--- config.mk ---
export PLATFORM = sky130hd
export DESIGN_NAME = sha256_stream_hasher_unit
export DESIGN_NICKNAME = d
export VERILOG_FILES = /design/src/rtl/sha_pkg.sv /design/src/rtl/sha_queue.sv /design/src/rtl/sha_core.sv /design/src/rtl/sha256_stream_hasher_unit.sv
export SDC_FILE = /design/constraint.sdc
export NUM_CORES = 2
export LEC_CHECK = 0
export ABC_AREA = 1
export ABC_CLOCK_PERIOD_IN_PS = 32700
export BUFFER_PORTS_ARGS = -buffer_cell sky130_fd_sc_hd__buf_2
export CAP_MARGIN = 10
export CORE_ASPECT_RATIO = 2
export CORE_UTILIZATION = 50
export CTS_BUF_LIST = sky130_fd_sc_hd__clkbuf_16
export CTS_CLUSTER_DIAMETER = 200
export DETAILED_ROUTE_END_ITERATION = 8
export HOLD_SLACK_MARGIN = 0.02
export PLACE_DENSITY = 0.69
export SYNTH_ARGS = -nofsm -noshare
export SYNTH_HDL_FRONTEND = slang
export SYNTH_SLANG_ARGS = --single-unit
--- constraint.sdc ---
create_clock -name aclk -period 32.7 [get_ports aclk]
set_input_delay 6.54 -clock aclk [delete_from_list [all_inputs] [get_ports aclk]]
set_output_delay 6.54 -clock aclk [all_outputs]
set_load 0.1 [all_outputs]
--- src/rtl/sha_pkg.sv ---
// Package: SHA-256 constants, types and message schedule functions
`default_nettype none
package sha_pkg;

    localparam int unsigned QueueDepth = 4;

    // Queue entry between front and back
    typedef struct packed {
        logic [7:0] msg_byte;
        logic       byte_present;
        logic       end_of_message;
    } sha_item_t;

    localparam logic [7:0] PadByte = 8'h80;

    function automatic logic [31:0] iv_word(input logic [2:0] i);
        logic [31:0] r;
        case (i)
            3'd0: r = 32'h6a09e667;
            3'd1: r = 32'hbb67ae85;
            3'd2: r = 32'h3c6ef372;
            3'd3: r = 32'ha54ff53a;
            3'd4: r = 32'h510e527f;
            3'd5: r = 32'h9b05688c;
            3'd6: r = 32'h1f83d9ab;
            3'd7: r = 32'h5be0cd19;
            default: r = 32'h0;
        endcase
        return r;
    endfunction

    localparam logic [31:0] RoundK [64] = '{
        32'h428a2f98, 32'h71374491, 32'hb5c0fbcf, 32'he9b5dba5,
        32'h3956c25b, 32'h59f111f1, 32'h923f82a4, 32'hab1c5ed5,
        32'hd807aa98, 32'h12835b01, 32'h243185be, 32'h550c7dc3,
        32'h72be5d74, 32'h80deb1fe, 32'h9bdc06a7, 32'hc19bf174,
        32'he49b69c1, 32'hefbe4786, 32'h0fc19dc6, 32'h240ca1cc,
        32'h2de92c6f, 32'h4a7484aa, 32'h5cb0a9dc, 32'h76f988da,
        32'h983e5152, 32'ha831c66d, 32'hb00327c8, 32'hbf597fc7,
        32'hc6e00bf3, 32'hd5a79147, 32'h06ca6351, 32'h14292967,
        32'h27b70a85, 32'h2e1b2138, 32'h4d2c6dfc, 32'h53380d13,
        32'h650a7354, 32'h766a0abb, 32'h81c2c92e, 32'h92722c85,
        32'ha2bfe8a1, 32'ha81a664b, 32'hc24b8b70, 32'hc76c51a3,
        32'hd192e819, 32'hd6990624, 32'hf40e3585, 32'h106aa070,
        32'h19a4c116, 32'h1e376c08, 32'h2748774c, 32'h34b0bcb5,
        32'h391c0cb3, 32'h4ed8aa4a, 32'h5b9cca4f, 32'h682e6ff3,
        32'h748f82ee, 32'h78a5636f, 32'h84c87814, 32'h8cc70208,
        32'h90befffa, 32'ha4506ceb, 32'hbef9a3f7, 32'hc67178f2
    };

    function automatic logic [31:0] ror(input logic [31:0] v, input int unsigned s);
        return (v >> s) | (v << (32 - s));
    endfunction

    function automatic logic [31:0] sig0(input logic [31:0] x);
        return ror(x, 7) ^ ror(x, 18) ^ (x >> 3);
    endfunction

    function automatic logic [31:0] sig1(input logic [31:0] x);
        return ror(x, 17) ^ ror(x, 19) ^ (x >> 10);
    endfunction

endpackage
`default_nettype wire

--- src/rtl/sha_queue.sv ---
// Small item queue between intake and hashing core
`default_nettype none
module sha_queue
    import sha_pkg::*;
#(
    parameter int unsigned DEPTH = QueueDepth
) (
    input  wire logic      aclk,
    input  wire logic      aresetn,
    input  wire logic      wr_valid,
    output logic           wr_ready,
    input  sha_item_t      wr_item,
    output logic           rd_valid,
    input  wire logic      rd_ready,
    output sha_item_t      rd_item
);
    localparam int unsigned AW = (DEPTH > 1) ? $clog2(DEPTH) : 1;

    sha_item_t           mem_reg [DEPTH];
    logic [AW-1:0]       wp_reg, rp_reg;
    logic [AW:0]         cnt_reg;

    logic do_wr, do_rd;
    assign wr_ready = (cnt_reg != AW'(0) + (AW+1)'(DEPTH));
    assign rd_valid = (cnt_reg != '0);
    assign rd_item  = mem_reg[rp_reg];
    assign do_wr    = wr_valid && wr_ready;
    assign do_rd    = rd_valid && rd_ready;

    always_ff @(posedge aclk) begin
        if (do_wr) begin
            mem_reg[wp_reg] <= wr_item;
        end
    end

    always_ff @(posedge aclk) begin
        if (!aresetn) begin
            wp_reg  <= '0;
            rp_reg  <= '0;
            cnt_reg <= '0;
        end else begin
            if (do_wr) begin
                wp_reg <= (wp_reg == AW'(DEPTH - 1)) ? '0 : wp_reg + 1'b1;
            end
            if (do_rd) begin
                rp_reg <= (rp_reg == AW'(DEPTH - 1)) ? '0 : rp_reg + 1'b1;
            end
            cnt_reg <= cnt_reg + (AW+1)'(do_wr) - (AW+1)'(do_rd);
        end
    end
endmodule
`default_nettype wire

--- src/rtl/sha_core.sv ---
// Hashing core: block fill, padding, 64-round compression, digest output
`default_nettype none
module sha_core
    import sha_pkg::*;
(
    input  wire logic        aclk,
    input  wire logic        aresetn,
    input  wire logic        in_valid,
    output logic             in_ready,
    input  sha_item_t        in_item,
    output logic             out_valid,
    input  wire logic        out_ready,
    output logic [31:0]      out_word,
    output logic [2:0]       out_index,
    output logic             out_last
);
    typedef enum logic [6:0] {
        ST_IDLE  = 7'b0000001,
        ST_PAD   = 7'b0000010,
        ST_LEN   = 7'b0000100,
        ST_LOAD  = 7'b0001000,
        ST_ROUND = 7'b0010000,
        ST_ADD   = 7'b0100000,
        ST_OUT   = 7'b1000000
    } state_t;

    state_t        state_reg;
    logic [31:0]   blk_reg [16];  // block buffer, big-endian words
    logic [5:0]    fill_reg;
    logic [63:0]   bits_reg;
    logic [31:0]   h_reg [8];
    logic [31:0]   v_reg [8];
    logic [31:0]   w_reg [16];
    logic [5:0]    rnd_reg;
    logic [3:0]    ld_reg;
    logic          fin_reg;   // this compression is the final one of the message
    logic          extra_reg; // another pad block (length only) follows
    logic          pad_reg;   // pad byte still owed after a full block ended the message
    logic [2:0]    oi_reg;

    // Message schedule next word and round datapath
    logic [31:0] w_new, t1, t2, s1e, s0a, ch, maj;
    assign w_new = sig1(w_reg[14]) + w_reg[9] + sig0(w_reg[1]) + w_reg[0];
    assign s1e = ror(v_reg[4], 6) ^ ror(v_reg[4], 11) ^ ror(v_reg[4], 25);
    assign ch  = (v_reg[4] & v_reg[5]) ^ (~v_reg[4] & v_reg[6]);
    assign t1  = v_reg[7] + s1e + ch + RoundK[rnd_reg] + w_reg[0];
    assign s0a = ror(v_reg[0], 2) ^ ror(v_reg[0], 13) ^ ror(v_reg[0], 22);
    assign maj = (v_reg[0] & v_reg[1]) ^ (v_reg[0] & v_reg[2]) ^ (v_reg[1] & v_reg[2]);
    assign t2  = s0a + maj;

    assign in_ready  = (state_reg == ST_IDLE);
    assign out_valid = (state_reg == ST_OUT);
    assign out_word  = h_reg[oi_reg];
    assign out_index = oi_reg;
    assign out_last  = (oi_reg == 3'd7);

    // byte lane of the fill slot; byte 0 of a word sits in the top bits
    logic [4:0] lane_sh;
    assign lane_sh = {~fill_reg[1:0], 3'b000};

    always_ff @(posedge aclk) begin
        if (!aresetn) begin
            state_reg <= ST_IDLE;
            fill_reg  <= '0;
            bits_reg  <= '0;
            rnd_reg   <= '0;
            ld_reg    <= '0;
            fin_reg   <= 1'b0;
            extra_reg <= 1'b0;
            pad_reg   <= 1'b0;
            oi_reg    <= '0;
            for (int i = 0; i < 8; i++) begin
                h_reg[i] <= iv_word(3'(i));
            end
        end else begin
            case (state_reg)
                ST_IDLE: begin
                    if (in_valid) begin
                        if (in_item.byte_present) begin
                            blk_reg[fill_reg[5:2]][lane_sh +: 8] <= in_item.msg_byte;
                            bits_reg <= bits_reg + 64'd8;
                            fill_reg <= fill_reg + 6'd1;
                        end
                        if (in_item.byte_present && fill_reg == 6'd63) begin
                            fin_reg   <= 1'b0;
                            extra_reg <= 1'b0;
                            pad_reg   <= in_item.end_of_message;
                            ld_reg    <= '0;
                            state_reg <= ST_LOAD;
                        end else if (in_item.end_of_message) begin
                            state_reg <= ST_PAD;
                        end
                    end
                end
                ST_PAD: begin
                    // fill_reg is the next free slot here; it is < 64 and wrapping is handled
                    blk_reg[fill_reg[5:2]][lane_sh +: 8] <= PadByte;
                    fill_reg <= fill_reg + 6'd1;
                    if (fill_reg == 6'd63) begin
                        fin_reg <= 1'b0; extra_reg <= 1'b1;
                        ld_reg <= '0; state_reg <= ST_LOAD;
                    end else begin
                        state_reg <= ST_LEN;
                    end
                end
                ST_LEN: begin
                    // zero fill one byte per cycle, then length
                    if (fill_reg == 6'd56) begin
                        blk_reg[14] <= bits_reg[63:32];
                        blk_reg[15] <= bits_reg[31:0];
                        fill_reg <= '0;
                        fin_reg <= 1'b1; extra_reg <= 1'b0;
                        ld_reg <= '0; state_reg <= ST_LOAD;
                    end else begin
                        blk_reg[fill_reg[5:2]][lane_sh +: 8] <= 8'h00;
                        fill_reg <= fill_reg + 6'd1;
                        // length does not fit: close this block, length goes in the next
                        if (fill_reg == 6'd63) begin
                            fin_reg <= 1'b0; extra_reg <= 1'b1;
                            ld_reg <= '0; state_reg <= ST_LOAD;
                        end
                    end
                end
                ST_LOAD: begin
                    // one schedule word a cycle
                    w_reg[ld_reg] <= blk_reg[ld_reg];
                    ld_reg <= ld_reg + 4'd1;
                    if (ld_reg == 4'd15) begin
                        for (int i = 0; i < 8; i++) begin
                            v_reg[i] <= h_reg[i];
                        end
                        rnd_reg <= '0;
                        state_reg <= ST_ROUND;
                    end
                end
                ST_ROUND: begin
                    v_reg[7] <= v_reg[6]; v_reg[6] <= v_reg[5]; v_reg[5] <= v_reg[4];
                    v_reg[4] <= v_reg[3] + t1;
                    v_reg[3] <= v_reg[2]; v_reg[2] <= v_reg[1]; v_reg[1] <= v_reg[0];
                    v_reg[0] <= t1 + t2;
                    for (int i = 0; i < 15; i++) begin
                        w_reg[i] <= w_reg[i+1];
                    end
                    w_reg[15] <= w_new;
                    rnd_reg <= rnd_reg + 6'd1;
                    if (rnd_reg == 6'd63) begin
                        state_reg <= ST_ADD;
                    end
                end
                ST_ADD: begin
                    for (int i = 0; i < 8; i++) begin
                        h_reg[i] <= h_reg[i] + v_reg[i];
                    end
                    if (fin_reg) begin
                        oi_reg <= '0; state_reg <= ST_OUT;
                    end else if (pad_reg) begin
                        pad_reg <= 1'b0; state_reg <= ST_PAD;
                    end else if (extra_reg) begin
                        state_reg <= ST_LEN;
                    end else begin
                        state_reg <= ST_IDLE;
                    end
                end
                ST_OUT: begin
                    if (out_ready) begin
                        oi_reg <= oi_reg + 3'd1;
                        if (oi_reg == 3'd7) begin
                            for (int i = 0; i < 8; i++) begin
                                h_reg[i] <= iv_word(3'(i));
                            end
                            bits_reg  <= '0;
                            fill_reg  <= '0;
                            state_reg <= ST_IDLE;
                        end
                    end
                end
                default: state_reg <= ST_IDLE;
            endcase
        end
    end
endmodule
`default_nettype wire

--- src/rtl/sha256_stream_hasher_unit.sv ---
// Top level: SHA-256 hasher fed one byte per item
`default_nettype none
// SHA-256 over a byte stream. Each input item carries an optional byte and an
// end flag; on an end item (a bare end item with no bytes before it hashes the
// empty message) the unit pads, compresses and returns eight digest words, most
// significant first, then starts a new message from the initial hash. An intake
// queue of QUEUE_DEPTH items decouples the input from the hashing core, so up to
// QUEUE_DEPTH items can be taken while a block compresses. Each full block is
// loaded into the message schedule, run through its rounds (one round per cycle
// through a single round unit) and added into the hash state. Finalization adds
// the pad byte and zero bytes up to the length field, one or two compressions,
// and returns the digest words one at a time, each held until it is accepted.
module sha256_stream_hasher_unit
    import sha_pkg::*;
#(
    parameter int unsigned QUEUE_DEPTH = QueueDepth
) (
    input  wire logic        aclk,
    input  wire logic        aresetn,
    input  wire logic        s_tvalid,
    output logic             s_tready,
    input  wire logic [7:0]  s_tdata,  // [7:0] msg_byte
    input  wire logic [1:0]  s_tuser,  // [0] byte_present, [1] end_of_message
    output logic             m_tvalid,
    input  wire logic        m_tready,
    output logic [39:0]      m_tdata,  // [31:0] digest_word, [34:32] word_index, zero fill
    output logic             m_tlast   // last_word
);
    sha_item_t wr_item, rd_item;
    logic      rd_valid, rd_ready;
    logic [31:0] word;
    logic [2:0]  idx;

    assign wr_item.msg_byte       = s_tdata;
    assign wr_item.byte_present   = s_tuser[0];
    assign wr_item.end_of_message = s_tuser[1];

    sha_queue #(.DEPTH(QUEUE_DEPTH)) u_queue (
        .aclk, .aresetn,
        .wr_valid (s_tvalid), .wr_ready (s_tready), .wr_item (wr_item),
        .rd_valid (rd_valid), .rd_ready (rd_ready), .rd_item (rd_item)
    );

    sha_core u_core (
        .aclk, .aresetn,
        .in_valid (rd_valid), .in_ready (rd_ready), .in_item (rd_item),
        .out_valid (m_tvalid), .out_ready (m_tready),
        .out_word (word), .out_index (idx), .out_last (m_tlast)
    );

    assign m_tdata = {5'b0, idx, word};
endmodule
`default_nettype wire

* Word-level counts from Yosys, hierarchy flattened *
Memory sizes are Yosys's and may differ from the RTL's. A register that Yosys moved wholly into a read port is not among the register bits.
Cells that the tools add are included.

storage, ports and cells
  register bits = 100
  bits in writable memories = 1576
  memory bits (read-only) = 2048
  input port bits = 14
  output and inout port bits = 43
  word-level logic and storage cells = 443
  memories = 6

cells by class
  add/subtract/negate cells = 28
  $lt $le $gt $ge = 1
  eq/ne operators = 26
  shift-type cells = 4
  muxes and demuxes = 228
  bitwise gates (word level) = 117
  reductions and logical operators = 21

memory list
  memory            words  width  read ports  clocked after memory_dff  wr ports  RTL line         RTL
  (name not given)  64     32     1           0                         0         sha_core.sv:46   assign t1 = v_reg[7] + s1e + ch + RoundK[rnd_reg] + w_reg[0];
  u_core.blk_reg    16     32     1           1                         2         sha_core.sv:28   logic [31:0] blk_reg [16];
  u_core.w_reg      16     32     16          0                         16        sha_core.sv:33   logic [31:0] w_reg [16];
  u_core.h_reg      8      32     9           1                         8         sha_core.sv:31   logic [31:0] h_reg [8];
  u_core.v_reg      8      32     8           0                         8         sha_core.sv:32   logic [31:0] v_reg [8];
  u_queue.mem_reg   4      10     1           1                         1         sha_queue.sv:19  sha_item_t mem_reg [DEPTH];

operator list
  operator                                                                     number
  32-bit 2-to-1 mux                                                            72
  32-bit adder                                                                 18
  32-bit XOR                                                                   9
  64-bit 2-to-1 mux                                                            4
  32-bit bitwise AND                                                           5
  64-bit one-hot mux with 2 select lines                                       1
  1-bit 2-to-1 mux                                                             108
  1-bit OR                                                                     88
  7-bit 2-to-1 mux                                                             11
  64-bit by 4-bit adder with 64-bit output, second input constant              1
  32-bit OR reduction                                                          2
  8-bit by 7-bit indexed part select with 32-bit output, first input constant  2
  7-bit one-hot mux with 7 select lines                                        1
  4-bit 2-to-1 mux                                                             9
  6-bit 2-to-1 mux                                                             6
  32-bit inverter                                                              1
  10-bit by 32-bit OR with 32-bit output                                       1
  13-bit by 32-bit OR with 32-bit output                                       1
  14-bit by 32-bit OR with 32-bit output                                       1
  15-bit by 32-bit OR with 32-bit output                                       1
  19-bit by 32-bit OR with 32-bit output                                       1
  21-bit by 32-bit OR with 32-bit output                                       1
  25-bit by 32-bit OR with 32-bit output                                       1
  26-bit by 32-bit OR with 32-bit output                                       1
  48 further kinds                                                             79

* Logic depth before layout (Yosys ltp) *
An unclocked memory read counts as a cell.

  depth after elaboration = 10
  mapped depth = 45
  mapped depth without buffers = 45

* Hierarchy *
From an unflattened synthesis, not the netlist that was laid out.

unflattened totals
  cells, all modules = 11945
  area, all modules = 102178.0 sq um

by module, submodules not included
  module                     instances  cells each  area each (sq um)
  sha_core                   1          11780       100148.6
  sha_queue                  1          159         1988.2
  sha256_stream_hasher_unit  1          6           41.3

* Least setup slack after synthesis *
OpenSTA, ideal clock, no wires.

  path kind = in2reg
  from = input port m_tready
  to = memory u_core.v_reg[0][0] (enable)
  setup time = 877 ps
  arrival = 18022 ps
  data required time = 31823 ps
  setup slack = 13802 ps
  stages = 10
  path through = inv_1 > o21ai_1 > nand2_1 > inv_1 > nand2_1 > nor2_1 > nand2_1 > nand2_1 > inv_1 > nor2_1

RTL lines
  item         RTL line                         RTL
  from (decl)  sha256_stream_hasher_unit.sv:25  input wire logic m_tready,
  to (decl)    sha_core.sv:32

==> impl_metrics.json <==
{
  "status": "finished with violations",
  "violations": "design-rule violations, max-capacitance violations, max-slew violations",
  "grt_max_degree": 230,
  "synth_cell_types": 67,
  "synth_edf_count": 1448,
  "routedWlPerCell_um": 35.10,
  "synth_area_per_cell_um2": 8.583,
  "cts_buffer_depth": 4,
  "drt_iter0_markers": 12090,
  "worstPathMaxFanout": 56,
  "hold_ws_ns": 0.4840,
  "rows": 233,
  "cp_num_buf_inv": 4,
  "required_ns": 26.16,
  "finalWirelength_mm": 513.9,
  "drc": 20,
  "grt.total_usage_pct": 50.81,
  "overflow": 0,
  "antenna_found_initial": 74,
  "cts_resized": 0,
  "cts_root_buf": "clkbuf_16",
  "ys_ff_latch": 1682,
  "syn_area_mm2": 0.1014,
  "clk_pin_slew_worst_paths_ns": 0.07,
  "rrSetupSlack_ns": 21.90,
  "period_minus_slack_ns": 11.66,
  "clock_sinks": 1682,
  "ys_seq_area_share_pct": 47.51,
  "gp_congestion": 1.152,
  "fin_crit_sh_pct": 35.65,
  "multi_input_area_mm2": 0.04698,
  "die-area_mm2": 0.2047,
  "rsz0062_at_grt": "false",
  "syn_inst": 11810,
  "seq_area_mm2": 0.04819,
  "finClkSkew_ns": 0.06571,
  "path_depth": 8,
  "die_y_um": 638.8,
  "cts_max_level": 4,
  "power_density_mw_per_mm2": 59.03,
  "tritoncts": "done",
  "dpl.hpwl_mm": 378.8,
  "final_cells": 14640,
  "clock_latency_ns": 0.88,
  "grt_pass1_vias": 92030,
  "cpMaxStageDelayCell": "o21ai_0",
  "setup_viol": 0,
  "vdd_ir_drop_max_mv": 0.06400,
  "synth_top_cells_by_area": "edfxtp_1, nand2_1, o21ai_0, ha_1, dfxtp_1",
  "maxSlewViolCount": 4,
  "hold_viol": 0,
  "setup_ws_ns": 21.04,
  "ant_nets": 0,
  "dp_slack_ns": 21.55,
  "synth.most_common_cell": "nand2_1",
  "synthArstFlopShare_pct": 0,
  "dpl_cell_area_mm2": 0.1047,
  "synth-warning-count": 0,
  "core_mm2": 0.2014,
  "fillers": 17980,
  "post-cts-setup-buffer-count": 0,
  "ys_top_cells_by_count": "nand2_1, edfxtp_1, inv_1, o21ai_0, nor2_1",
  "critPathKind": "flip-flop to primary output",
  "drive_gt1_share_pct": 5.385,
  "fmax_mhz": 85.77,
  "min-delay-start": "u_core.bits_reg[50]$_SDFFE_PN0P_",
  "synth-main-ff-cell": "edfxtp_1",
  "cp-end-kind": "primary output",
  "path_delay_family": "buffers and inverters",
  "final_core_util_pct": 54.95,
  "place_inst": 14240,
  "first_pass_iters": 9,
  "max_stage_delay_ns": 1.18,
  "slew_headroom_pct": -2.612,
  "p_total_mw": 6.535,
  "io_pins": 57,
  "area_growth_syn_to_layout_pct": 9.177,
  "yosys.area.top_type": "edfxtp_1",
  "min_path_cells": 1,
  "io_buffers": 51,
  "vias_per_cell": 6.483,
  "worstRegToRegCells": 28,
  "vias": 94900,
  "drv_cap": 3,
  "cts_buffers": 165,
  "start_kind": "flip-flop",
  "hold_path.class": "flip-flop to flip-flop",
  "finalInstanceArea_mm2": 0.1107,
  "die_w_um": 320.4,
  "cp_common_cell": "buf_4",
  "hold_buffers": 0,
  "initial_core_util_pct": 50.33,
  "grt_pass1_wl_mm": 715.3,
  "crit_arrival_ns": 5.12,
  "synth_top_area_share_pct": 42.89,
  "worstMarginPinSlew_ns": 1.539,
  "worstPathCellList": "inv_4 > buf_4 > buf_4 > nor2_1 > o21ai_0 > a21oi_1 > a31oi_1 > buf_2",
  "fin_nets": 12360,
  "hold_path_end": "u_core.bits_reg[50]$_SDFFE_PN0P_",
  "final.setup.tns_ns": 0,
  "r2r-end": "u_core.v_reg[2][24]$_DFFE_PP_",
  "worstReg2RegStart": "u_core.rnd_reg[3]$_SDFFE_PN0P_",
  "power.static_leakage_nw": 44.53
}
[routing by layer]
layer	vias to the layer above	track usage [%]	share of wire, %
met5	-	0.5018	0.072
met4	22	64.76	16
met3	3129	18.52	9.4
met2	6881	82.68	47
met1	44850	43.03	27
li1	40020	-	-
[how the worst max path moves through the flow]
| stage | endpoint | slack [ns] |
|---|---|---|
| after floorplan | u_core.v_reg[0][0]$_DFFE_PP_ | 13.80 |
| after global placement | u_core.v_reg[0][22]$_DFFE_PP_ | 21.61 |
| after detailed placement | u_core.v_reg[0][29]$_DFFE_PP_ | 21.55 |
| after CTS | m_tdata[16] | 21.50 |
| after global routing | m_tdata[12] | 21.17 |
| final | m_tdata[12] | 21.04 |
[cell families after synthesis]
logic type | count (synthesis) | share of synthesized area [%]
AND/OR/NAND/NOR | 4765 | 18.94
AO/OA/AOI/OAI | 2633 | 14.63
buffers and inverters | 1739 | 6.623
flip-flops | 1682 | 47.51
adder cells (fa/ha/maj) | 621 | 9.080
XOR/XNOR | 369 | 3.188
multiplexers | 3 | 0.03085
other | 1 | 0.003699
[layout by cell type (no fill, tap or decap), drive strengths merged, types with 82 or more instances in the layout]
| master | n |
|---|---|
| nand2 | 2966 |
| a21oi | 815 |
| inv | 1276 |
| o221ai | 107 |
| dfxtp | 234 |
| xor2 | 205 |
| edfxtp | 1448 |
| nand3 | 384 |
| nor2 | 1056 |
| o211ai | 82 |
| buf | 246 |
| nor3 | 142 |
| xnor2 | 164 |
| nand4 | 97 |
| clkbuf | 172 |
| o21ai | 1185 |
| ha | 411 |
| fa | 196 |
[report_power, final]
group / leakage [nW] / internal [mW] / switching (mW) / total [mW]
clock: 2.65 / 1.07 / 0.909 / 1.98
combinational: 26.8 / 0.516 / 1.53 / 2.05
sequential: 15.1 / 2.45 / 0.0557 / 2.51
[cell type report]
cell class,count,area share [%]
timing repair buffer,253,1.830
tap,2702,3.054
inverter,1243,4.234
multi-input combinational,8396,42.44
sequential,1682,43.53
clock buffer,165,3.730
antenna,70,0.1582
clock inverter,128,1.021
Note: power is estimated with default switching activity, not from simulation.
